## config.mk

```make
export PLATFORM = sky130hd
export DESIGN_NAME = packed_row_horizontal_mirror_unit_flat
export DESIGN_NICKNAME = d
export VERILOG_FILES = /design/src/rtl/core/prhm_pkg.sv /design/src/rtl/core/prhm_if.sv /design/src/rtl/core/packed_row_horizontal_mirror_unit.sv /design/src/flat_wrapper.sv
export SDC_FILE = /design/constraint.sdc
export NUM_CORES = 1
export LEC_CHECK = 0
export BUFFER_PORTS_ARGS = -buffer_cell sky130_fd_sc_hd__clkbuf_2
export CAP_MARGIN = 10
export CELL_PAD_IN_SITES_DETAIL_PLACEMENT = 2
export CELL_PAD_IN_SITES_GLOBAL_PLACEMENT = 2
export CORE_MARGIN = 4
export CORE_UTILIZATION = 35
export CTS_CLUSTER_SIZE = 30
export DETAILED_ROUTE_END_ITERATION = 10
export GPL_TIMING_DRIVEN = 0
export PLACE_DENSITY = 0.69
export SETUP_SLACK_MARGIN = 0.02
export SYNTH_ARGS = -nofsm -noshare
export SYNTH_HDL_FRONTEND = slang
export SYNTH_SLANG_ARGS = --single-unit
```

## constraint.sdc

```tcl
create_clock -name i_clk -period 4.75 [get_ports i_clk]
set_input_delay 0.2375 -clock i_clk [delete_from_list [all_inputs] [get_ports i_clk]]
set_output_delay 0.2375 -clock i_clk [all_outputs]
set_load 0.05 [all_outputs]
```

## src/rtl/core/prhm_pkg.sv

```systemverilog
// Shared widths, limits and helper functions of the packed row mirror.
package prhm_pkg;

    localparam int MAX_ROW_BYTES = 64;
    localparam int BYTE_W        = 8;
    localparam int CFG_W         = 7;
    localparam int ROW_IDX_W     = $clog2(MAX_ROW_BYTES);

    typedef logic [BYTE_W-1:0]    t_byte;
    typedef logic [CFG_W-1:0]     t_cfg;
    typedef logic [ROW_IDX_W-1:0] t_row_idx;

    // Swap nibbles, then bit pairs, then single bits.
    function automatic t_byte bit_reverse(input t_byte v);
        t_byte b;
        b = ((v & 8'hF0) >> 4) | ((v & 8'h0F) << 4);
        b = ((b & 8'hCC) >> 2) | ((b & 8'h33) << 2);
        b = ((b & 8'hAA) >> 1) | ((b & 8'h55) << 1);
        return b;
    endfunction

    // Clamp the register to 1..MAX_ROW_BYTES.
    function automatic t_cfg effective_row(input t_cfg rb);
        t_cfg n;
        n = rb;
        if (n == '0) begin
            n = t_cfg'(1);
        end
        if (n > t_cfg'(MAX_ROW_BYTES)) begin
            n = t_cfg'(MAX_ROW_BYTES);
        end
        return n;
    endfunction

endpackage

```

## src/rtl/core/prhm_if.sv

```systemverilog
// Valid/ready stream interfaces for input and output words of the row mirror.
interface prhm_in_if;
    logic            valid;
    logic            ready;
    prhm_pkg::t_byte in_byte;
    logic            in_frame_end;

    modport source (output valid, output in_byte, output in_frame_end, input ready);
    modport sink   (input valid, input in_byte, input in_frame_end, output ready);
endinterface

interface prhm_out_if;
    logic            valid;
    logic            ready;
    prhm_pkg::t_byte out_byte;
    logic            out_row_end;

    modport source (output valid, output out_byte, output out_row_end, input ready);
    modport sink   (input valid, input out_byte, input out_row_end, output ready);
endinterface

```

## src/rtl/core/packed_row_horizontal_mirror_unit.sv

```systemverilog
// Top level: collects packed 1bpp bytes into a row store and emits each row mirrored.
// Usage:
//   i_in carries one packed byte per word (MSB is the leftmost pixel) plus a
//   frame-end flag. Bytes fill a 64-entry row store. The byte that completes a
//   row of the configured length starts the readout: the row leaves on o_out
//   last byte first, each byte bit-reversed, with out_row_end set on the final
//   word of the row. A frame-end word is stored first (it may complete a row),
//   then any partial row is dropped and the fill count returns to zero.
//   The config channel (i_cfg_valid/o_cfg_ready/i_cfg_data) writes row_bytes;
//   zero acts as one, above 64 as 64, and every write drops the partial row.
// Timing:
//   A byte that does not complete a row is only stored; i_in stays ready
//   unless a config write is pending. A completing byte starts a readout of
//   n words, each a memory read, then a bit reverse into the output register,
//   and no further byte is taken until the last word is loaded. A small
//   sequencer steps the shared read port and bit reverser.
// Reset and stall:
//   Reset empties the row, drops any pending output and sets row_bytes to 64.
//   A stall on o_out holds the output register and the sequencer; the next
//   word is loaded only when the register is empty or being taken.
module packed_row_horizontal_mirror_unit (
    input  logic               i_clk,
    input  logic               i_rst_n,
    prhm_in_if.sink            i_in,
    prhm_out_if.source         o_out,
    input  logic               i_cfg_valid,
    output logic               o_cfg_ready,
    input  prhm_pkg::t_cfg     i_cfg_data
);

    localparam logic [1:0] S_IDLE = 2'd0;
    localparam logic [1:0] S_READ = 2'd1;
    localparam logic [1:0] S_LOAD = 2'd2;

    // Row store, written on accept, read one entry per readout step.
    prhm_pkg::t_byte r_mem [prhm_pkg::MAX_ROW_BYTES];

    logic [1:0]         r_state, n_state;
    prhm_pkg::t_cfg     r_row_bytes, n_row_bytes;
    prhm_pkg::t_row_idx r_fill, n_fill;
    prhm_pkg::t_row_idx r_rd_idx, n_rd_idx;
    prhm_pkg::t_byte    r_rd_data;
    logic               r_out_valid, n_out_valid;
    prhm_pkg::t_byte    r_out_byte, n_out_byte;
    logic               r_out_end, n_out_end;

    prhm_pkg::t_cfg     row_n;
    prhm_pkg::t_cfg     fill_next;
    logic               in_fire;
    logic               cfg_fire;
    logic               out_free;

    assign row_n     = prhm_pkg::effective_row(r_row_bytes);
    assign fill_next = prhm_pkg::t_cfg'(r_fill) + prhm_pkg::t_cfg'(1);

    // Config has priority over input in idle.
    assign o_cfg_ready = (r_state == S_IDLE);
    assign cfg_fire    = i_cfg_valid && o_cfg_ready;
    assign i_in.ready  = (r_state == S_IDLE) && !i_cfg_valid;
    assign in_fire     = i_in.valid && i_in.ready;
    assign out_free    = !r_out_valid || o_out.ready;

    assign o_out.valid       = r_out_valid;
    assign o_out.out_byte    = r_out_byte;
    assign o_out.out_row_end = r_out_end;

    always_comb begin
        n_state     = r_state;
        n_row_bytes = r_row_bytes;
        n_fill      = r_fill;
        n_rd_idx    = r_rd_idx;
        n_out_valid = r_out_valid;
        n_out_byte  = r_out_byte;
        n_out_end   = r_out_end;

        // Drop the output word once taken.
        if (r_out_valid && o_out.ready) begin
            n_out_valid = 1'b0;
        end

        unique case (r_state)
            S_IDLE: begin
                if (cfg_fire) begin
                    n_row_bytes = i_cfg_data;
                    n_fill      = '0;
                end else if (in_fire) begin
                    if (fill_next >= row_n) begin
                        // Row complete: read back from the last byte.
                        n_fill   = '0;
                        n_rd_idx = prhm_pkg::t_row_idx'(row_n - prhm_pkg::t_cfg'(1));
                        n_state  = S_READ;
                    end else if (i_in.in_frame_end) begin
                        n_fill = '0;
                    end else begin
                        n_fill = prhm_pkg::t_row_idx'(fill_next);
                    end
                end
            end
            S_READ: begin
                n_state = S_LOAD;
            end
            S_LOAD: begin
                if (out_free) begin
                    n_out_valid = 1'b1;
                    n_out_byte  = prhm_pkg::bit_reverse(r_rd_data);
                    n_out_end   = (r_rd_idx == '0);
                    if (r_rd_idx == '0) begin
                        n_state = S_IDLE;
                    end else begin
                        n_rd_idx = r_rd_idx - prhm_pkg::t_row_idx'(1);
                        n_state  = S_READ;
                    end
                end
            end
            default: begin
                n_state = S_IDLE;
            end
        endcase
    end

    always_ff @(posedge i_clk) begin
        if (!i_rst_n) begin
            r_state     <= S_IDLE;
            r_row_bytes <= prhm_pkg::t_cfg'(prhm_pkg::MAX_ROW_BYTES);
            r_fill      <= '0;
            r_rd_idx    <= '0;
            r_out_valid <= 1'b0;
        end else begin
            r_state     <= n_state;
            r_row_bytes <= n_row_bytes;
            r_fill      <= n_fill;
            r_rd_idx    <= n_rd_idx;
            r_out_valid <= n_out_valid;
        end
    end

    // Payload registers, no reset needed.
    always_ff @(posedge i_clk) begin
        r_out_byte <= n_out_byte;
        r_out_end  <= n_out_end;
    end

    // Memory write and registered read.
    always_ff @(posedge i_clk) begin
        if (in_fire) begin
            r_mem[r_fill] <= i_in.in_byte;
        end
        r_rd_data <= r_mem[r_rd_idx];
    end

endmodule

```

## src/flat_wrapper.sv

```systemverilog
// flat-port wrapper written by rule: the top's interface ports become plain ports
module packed_row_horizontal_mirror_unit_flat 
  (i_clk, i_rst_n, i_cfg_valid, o_cfg_ready, i_cfg_data, i_in_valid, i_in_in_byte, i_in_in_frame_end, i_in_ready, o_out_valid, o_out_out_byte, o_out_out_row_end, o_out_ready);
  prhm_in_if i_in_i ();
  prhm_out_if o_out_i ();
  input  logic i_clk;
  input  logic i_rst_n;
  input  logic i_cfg_valid;
  output logic o_cfg_ready;
  input  prhm_pkg::t_cfg i_cfg_data;
  input wire logic [$bits(i_in_i.valid)-1:0] i_in_valid;
  input wire logic [$bits(i_in_i.in_byte)-1:0] i_in_in_byte;
  input wire logic [$bits(i_in_i.in_frame_end)-1:0] i_in_in_frame_end;
  output wire logic [$bits(i_in_i.ready)-1:0] i_in_ready;
  output wire logic [$bits(o_out_i.valid)-1:0] o_out_valid;
  output wire logic [$bits(o_out_i.out_byte)-1:0] o_out_out_byte;
  output wire logic [$bits(o_out_i.out_row_end)-1:0] o_out_out_row_end;
  input wire logic [$bits(o_out_i.ready)-1:0] o_out_ready;
  assign i_in_i.valid = i_in_valid;
  assign i_in_i.in_byte = i_in_in_byte;
  assign i_in_i.in_frame_end = i_in_in_frame_end;
  assign i_in_ready = i_in_i.ready;
  assign o_out_valid = o_out_i.valid;
  assign o_out_out_byte = o_out_i.out_byte;
  assign o_out_out_row_end = o_out_i.out_row_end;
  assign o_out_i.ready = o_out_ready;
  packed_row_horizontal_mirror_unit u_core (.i_clk(i_clk), .i_rst_n(i_rst_n), .i_in(i_in_i), .o_out(o_out_i), .i_cfg_valid(i_cfg_valid), .o_cfg_ready(o_cfg_ready), .i_cfg_data(i_cfg_data));
endmodule
```

== After elaboration in Yosys (flattened, before gate mapping) ==
Memories as Yosys holds them, arrays and structs flattened. A register that Yosys moved wholly into a read port is not among the register bits.
Index checks and enable logic that the tools add are counted.
Storage, ports and cells
  logic and storage cells: 63
  ROM bits: 0
  output and inout bits: 12
  RAM bits: 512
  bits of input ports: 21
  bits in latches: 0
  memories: 1
  bits in registers: 31
Operators by class
  shifts and indexed selects: 0
  eq/ne operators: 7
  multiplexer cells: 23
  add/sub/neg operators: 3
  bitwise gates (word level): 3
  order comparisons: 2
  $mul: 0
  div/mod/pow operators: 0
  reductions and logical operators: 17
Memory list
  u_core.r_mem: depth 64, bits a word 8, rd ports 1, clocked after Yosys merged registers in 1, wr ports 1, line packed_row_horizontal_mirror_unit.sv:36  | prhm_pkg::t_byte r_mem [prhm_pkg::MAX_ROW_BYTES];
Operators by type and width (number)
  $mux W6: 9
  $mux W7: 2
  $pmux W6 S2: 1
  $sub A6 B1 Y6 const B: 2
  $mux W2: 4
  $ne A2 B2 Y1 const B: 4
  $or A4 B8 Y8: 1
  $or A6 B8 Y8: 1
  $or A7 B8 Y8: 1
  $add A6 B1 Y7 const B: 1
  $ge A7 B7 Y1: 1
  $gt A7 B7 Y1 const B: 1
  $logic_not A7 Y1: 1
  $logic_not A6 Y1: 1
  $mux W1: 6
  $pmux W2 S3: 1
  $reduce_and A2 Y1: 3
  $reduce_and A6 Y1: 1
  $logic_and A1 B1 Y1: 4
  $reduce_and A4 Y1: 1
  $reduce_bool A2 Y1: 2
  $eq A2 B1 Y1 const B: 1
  $eq A2 B2 Y1 const B: 1
  $logic_not A1 Y1: 2
  other kinds (3): 3

== Logic depth before layout (Yosys ltp) ==
Gate-level depths: netlist of the first run.
  depth after elaboration: 9
  mapped depth: 13
  mapped depth without buffers: 10

== Worst setup path before layout of the first run ==
Ideal clock, no wire load.
  path kind: flip-flop to flip-flop
  start: register u_core.r_state[1]
  end: memory u_core.r_mem[15][0] (netlist name), enable pin
  data required time: 4380 ps
  buffers on the path: 0
  stages on the path, launching flop included: 6
  setup time: 370 ps
  clock period less this slack: 2866 ps
  arrival: 2496 ps
  slack: 1884 ps
  cell sequence: dfxtp_1 -> nor2_1 -> nand3b_1 -> nor2_1 -> nand3_1 -> nor2_1
On the way
  cells in the longest elaborated chain, start to end: 5
RTL lines
  start, declared: line packed_row_horizontal_mirror_unit.sv:38  | logic [1:0] r_state, n_state;
  start signal, assigned: line packed_row_horizontal_mirror_unit.sv:129  | r_state <= n_state;
  $logic_not A2 Y1
  via o_cfg_ready: line flat_wrapper.sv:9  | output logic o_cfg_ready;
  $logic_and A1 B1 Y1: line packed_row_horizontal_mirror_unit.sv:59  | assign i_in.ready = (r_state == S_IDLE) && !i_cfg_valid;
  $logic_and A1 B1 Y1: line packed_row_horizontal_mirror_unit.sv:60  | assign in_fire = i_in.valid && i_in.ready;
  $mux W1: line packed_row_horizontal_mirror_unit.sv:145  | if (in_fire) begin
  $mux W1 (implied by the code): line packed_row_horizontal_mirror_unit.sv:146  | r_mem[r_fill] <= i_in.in_byte;
  end, declared: line packed_row_horizontal_mirror_unit.sv:36
The timed path passes the listed nets, and every way through them passes these cells.

==> run summary, run 1 <==
WS Path Type = flop to flop
Post-Synth Simple-Gate Area = 0.04306
syn_nets = 1173
post-synthesis mux area share = 0.1389
Synth Area in Adders = 0.005209
CTS tree = done
Psw = 2.370 mW
Total GRT Usage = 0.2123
DRC = 0
Die Width = 256.5 microns
CP max FO = 10
cell chosen for the clock root = clkbuf_16
YS warnings = 0
WP data required = 5.21 ns
final hold violations = 0
synth-to-layout area growth = 15.23%
reg-to-reg startpoint = u_core.r_rd_idx[1]
commonest non-fill, non-tap cells in the layout = edfxtp_1 (521), mux4_2 (106), nor2_1 (106)
Worst Setup Start Kind = flop
fin. max-slew vios = 0
fin crit period = 4.156 ns
hold_sp = i_in_in_byte[5]
share of layout cells above drive strength 1 = 0.2074
Final ANT Viol Nets = 0
cts bufs inserted = 58
final worst path period share = 0.8750
Vias = 12030
outcome = finished clean
I/O Pins = 33
Gate power share = 0.057
clk_skew = 0.03056 ns
clk sinks = 551
CP max stage cell = clkbuf_1
Worst Path Arrival = 4.62 ns
Post-DP Area = 22870 sq um
nets = 1284
core area = 60700 sq um
MaxCap Viol Count = 0
Seq pwr share = 0.511
Slew @ Worst Pin = 1.382 ns
H-tree levels = 2
DRT iter0 DRCs = 1437
initial core utilization = 0.3562
unrepaired setup endpoints after global routing = false
Clock Power Share = 0.433
PostCTS Resize Cnt = 0
setup repair bufs after CTS = 0
Sw Share = 0.2258
cell area after layout = 24910 sq um
Die Area = 65810 sq um
post-DR wirelength/cell = 33.77 microns
worst setup path start = u_core.r_rd_idx[1]
flops & latches, synth = 551
Synth Instances = 1143
clock slew at reported path FFs = 0.07 ns
# setup viols final = 0
initial antenna violation count = 1
die height = 256.5 microns
CP cell instances = buf_2, clkbuf_1, clkbuf_1, nand2_1, a21boi_0, a2111oi_0, nor4_1
DRT Pass-1 Iters = 6
Synth Area in Compound Gates = 0.04497
Primary FF master, synth = edfxtp_1
global-route wire length before repair = 99830 microns
sequential fraction of the synthesis area = 0.7514
vias in the first global route = 12880
Slew headroom = 0.07876
Async SR Flop Fraction = 0
mapped cell area = 21620 sq um
Worst-Skew Late Latency = 0.65 ns
P per Cell Area = 421.4 nW/um^2
FP Rows = 90
# diodes = 0
hpwl dp = 45400 microns
synth unique cells = 58
Avg Cell Area, Syn = 18.91 sq um
CP Capture Type = flop
largest family of logic cells by synthesized area = multiplexers
worst hold-check path type = input port to flop
total global routing overflow = 0
largest net degree at the start of global routing = 65
Port Buffer Count = 32
fmax = 240.6 MHz
VDD IR-drop max = 231.2 uV
Clock Path Buffers = 3
Setup TNS = 0 ns
EDFF count, synth = 521
Static Leak = 7.663 nW
Final GP Congestion = 0.8452
# hold bufs at CTS = 12
Max stage delay on crit path = 1.04 ns
final WL = 70380 microns
post-layout power = 10.50 mW
most frequent CP cell = clkbuf_1
commonest non-fill, non-tap cell in the layout = edfxtp_1
Int Pwr = 8.127 mW
fill cell total of the finished layout = 5714
vias per cell = 5.774
Synth Area in XOR/XNOR = 0.002026
==> flip-flops by register name (all words and copies together), names as in the netlist <==
name                      count
u_core.r_fill                 6
u_core.r_row_bytes            7
u_core.r_rd_data              8
u_core.r_mem                512
u_core.r_rd_idx               6
u_core.o_out.out_row_end      1
u_core.o_out.valid            1
u_core.o_out.out_byte         8
u_core.r_state                2
==> power groups by stage <==
stage / registers, mW / clock network [mW] / logic, mW
global route: 5.36 / 4.81 / 0.618
detailed placement: 5.47 / 0 / 0.570
floorplan: 5.46 / 0 / 0.273
CTS: 5.36 / 4.61 / 0.583
global placement: 5.47 / 0 / 0.536
finish: 5.36 / 4.54 / 0.594
==> synth_stat cells (all sizes together), types with 3 or more instances <==
library cell / number / share of area
inv: 8 / 0.0014
a22o: 6 / 0.0024
o211ai: 3 / 0.0010
o31ai: 4 / 0.0014
and2: 5 / 0.0014
o21ai: 13 / 0.0035
buf: 31 / 0.0078
ha: 9 / 0.0052
dfxtp: 30 / 0.028
nand2b: 6 / 0.0017
a22oi: 22 / 0.0076
mux4: 106 / 0.11
nand2: 50 / 0.0087
clkbuf: 29 / 0.0050
mux2: 4 / 0.0021
nand3: 9 / 0.0027
edfxtp: 521 / 0.72
a211oi: 19 / 0.0068
or3b: 3 / 0.0012
xnor2: 3 / 0.0012
or2: 3 / 0.00087
nor2b: 9 / 0.0026
o221ai: 11 / 0.0045
nor3: 5 / 0.0012
o22ai: 13 / 0.0038
nand3b: 3 / 0.0010
nor2: 106 / 0.018
a21oi: 19 / 0.0044
mux2i: 57 / 0.026
a2111oi: 4 / 0.0016
==> stage by stage <==
step / setup WS (ns) / cells / utilization / hold slack, ns
after floorplan: 1.884 / 1143 / - / 0.3264
after global placement: 0.8197 / 1957 / 0.3750 / 0.3897
after detailed placement: 0.6920 / 1962 / 0.3769 / 0.3918
after CTS: 0.6244 / 2082 / 0.4098 / 0.05922
after global routing: 0.3911 / 2084 / 0.4105 / 0.02280
final: 0.5936 / 2084 / 0.4105 / 0.03209
==> cells by family after synthesis <==
logic type / count (synthesis)
buffers and inverters: 69
DFF: 551
xor gates and xnor gates: 5
AOI/OAI and AO/OA: 134
muxes: 167
adders and majority gates: 9
and+or+nand+nor: 208
==> worst max-delay path, delay by kind of cell, from the launching register on <==
kind | cells | cell delay, ns
DFF | 1 | 0.31
and+or+nand+nor | 2 | 0.81
AOI/OAI and AO/OA | 2 | 0.56
buffers and inverters | 3 | 2.27
==> metal layers <==
metal,part of all wire,GRT usage,vias to the layer above
li1,-,-,4858
met1,0.42,0.2926,6527
met2,0.48,0.3516,550
met3,0.075,0.03562,97
met4,0.024,0.05865,0
met5,0,0,-
==> path summary, 6_finish.rpt <==
kind / endpoint / slack, ns / cells past startpoint
worst max-delay path: u_core.r_rd_data[4] / 0.59 / 7
worst min-delay path: u_core.r_mem[26][5] / 0.03 / 1
worst min register to register: u_core.o_out.out_byte[0] / 0.40 / 0
worst max register to register: u_core.r_rd_data[4] / 0.59 / 7
==> cell type report <==
class	instances	area, sq um	share of cell area
Multi-Input combinational cell	523	5062	0.2032
Timing Repair Buffer	51	437.9	0.01758
Sequential cell	551	16250	0.6521
Clock inverter	28	251.5	0.01009
Tap cell	782	978.4	0.03927
Clock buffer	80	1625	0.06524
Buffer	60	277.8	0.01115
Inverter	9	33.78	0.001356
Note: power is estimated with default switching activity, not from simulation.
==> run 2: changes to the inputs <==
--- a/config.mk
+++ b/config.mk
@@ -15,5 +15,5 @@
 export DETAILED_ROUTE_END_ITERATION = 10
 export GPL_TIMING_DRIVEN = 0
-export PLACE_DENSITY = 0.69
+export PLACE_DENSITY_LB_ADDON = 0.1
 export SETUP_SLACK_MARGIN = 0.02
 export SYNTH_ARGS = -nofsm -noshare
==> constraint.sdc (replaced) <==
create_clock -name i_clk -period 4.75 [get_ports i_clk]
set_input_delay 0.475 -clock i_clk [delete_from_list [all_inputs] [get_ports i_clk]]
set_output_delay 0.475 -clock i_clk [all_outputs]
set_load 0.05 [all_outputs]
==> run 2 against run 1 <==
Net effect:
- critical endpoint is now u_core.r_mem[31][3]
- clock skew fell by 0.012 ns
- clock power rose by 4.6%
- combinational power barely moved
- highest routed layer unchanged
==> run summary, run 2 (synthesis results as in run 1) <==
fmax = 253.5 MHz
die height = 256.5 microns
CP max FO = 9
largest net degree at the start of global routing = 65
fin crit period = 3.945 ns
family with the most delay on the worst path = simple AND/OR/NAND/NOR gates
Total GRT Usage = 0.2177
hpwl dp = 46650 microns
share of layout cells above drive strength 1 = 0.2127
Most flops, register = u_core.r_mem
initial antenna violation count = 1
Slew headroom = 0.1693
FP Rows = 90
CP cell instances = nor2_1, nand3b_1, nor2_1, nand3_1, nor2_1
total global routing overflow = 0
fin. max-slew vios = 0
vias in the first global route = 12720
Die Width = 256.5 microns
top layer in use = met4
final WL = 72000 microns
met3 wire len = 3804 microns
clk sinks = 551
Worst-Skew Late Latency = 0.63 ns
cell chosen for the clock root = clkbuf_16
clock slew at reported path FFs = 0.06 ns
# hold bufs at CTS = 0
outcome = finished clean
commonest non-fill, non-tap cell in the layout = edfxtp_1
# setup viols final = 0
DRC = 0
Slew @ Worst Pin = 1.246 ns
most frequent CP cell = nor2_1
H-tree levels = 2
core area = 60700 sq um
synth-to-layout area growth = 15.06%
CP Capture Type = flop
I/O Pins = 33
MaxCap Viol Count = 0
Final GP Congestion = 0.7904
DRT Pass-1 Iters = 5
fin cells = 2075
Worst Setup Start Kind = flop
CTS tree = done
Clock Path Buffers = 3
max reg flops = 512
setup repair bufs after CTS = 0
unrepaired setup endpoints after global routing = false
global-route wire length before repair = 100700 microns
commonest non-fill, non-tap cells in the layout = edfxtp_1 (521), mux4_2 (106), nor2_1 (106)
vias per cell = 5.625
VDD IR-drop max = 275.1 uV
clk_skew = 0.01819 ns
Static Leak = 7.655 nW
Routed met2 length = 35250 microns
Die Area = 65810 sq um
CP max stage cell = nor2_1
post-DR wirelength/cell = 34.70 microns
DRT iter0 DRCs = 1230
Port Buffer Count = 32
WS Path Type = flop to flop
cts bufs inserted = 60
WP data required = 4.99 ns
P per Cell Area = 430.4 nW/um^2
worst hold-check path type = input port to flop
Vias = 11670
Final ANT Viol Nets = 0
PostCTS Resize Cnt = 0
Max stage delay on crit path = 1.12 ns
initial core utilization = 0.3562
final hold violations = 0
Worst Path Buf+Inv = 0
nets = 1274
Cells after DPL = 1964
final worst path period share = 0.8304
# diodes = 0
Worst Path Arrival = 4.18 ns
Setup TNS = 0 ns
metal1 wirelength = 30900 microns
-- run 2: path summary, 6_finish.rpt --
path	start	to	slack, ns	cells after the start
max reg2reg	u_core.r_state[1]	u_core.r_mem[31][3]	0.81	5
min reg2reg	u_core.r_rd_data[3]	u_core.o_out.out_byte[4]	0.41	0
min	i_cfg_data[6]	u_core.r_row_bytes[6]	0.09	3
max	u_core.r_state[1]	u_core.r_mem[31][3]	0.81	5
-- run 2: tightest hold or removal path, cell delays in order --
cell and delay (ns):
clkbuf_2 0.08, nand2_1 0.04, o211ai_1 0.07
-- run 2: final cells by class --
class	instances	area, sq um
plain buffers	60	277.8
clock buffers	83	1680
clock inverters	28	301.5
fillers	5761	35820
inverters	9	33.78
multi-input cells	523	5062
flip-flops and latches	551	16250
well taps	782	978.4
repair buffers	39	295.3
-- run 2: per-layer routing --
layer  global-route usage  vias up
li1                     -     4856
met5                    0        -
met1               0.2929     6370
met4              0.06456        0
met3              0.03898       99
met2               0.3646      346
-- run 2: metrics by stage --
| stage | instance area (sq um) | utilization | hold WS [ns] | worst slack (ns) | total power [mW] |
|---|---|---|---|---|---|
| 2_1_floorplan | 21620 | - | 0.3855 | 1.884 | 5.732 |
| 3_3_place_gp | 22760 | 0.3750 | 0.3882 | 0.4792 | 6.042 |
| 5_1_grt | 24880 | 0.4098 | 0.08435 | 0.4596 | 11.04 |
| 3_5_place_dp | 22890 | 0.3772 | 0.3949 | 0.6243 | 6.061 |
| 6_report | 24880 | 0.4098 | 0.09399 | 0.8055 | 10.71 |
| 4_1_cts | 24880 | 0.4098 | 0.05170 | 0.5932 | 10.81 |
-- run 2: where the power goes --
part           internal, mW  switching (mW)
Combinational         0.175           0.417
Sequential             5.34          0.0171
Clock                  2.79            1.96
Total                  8.31            2.40
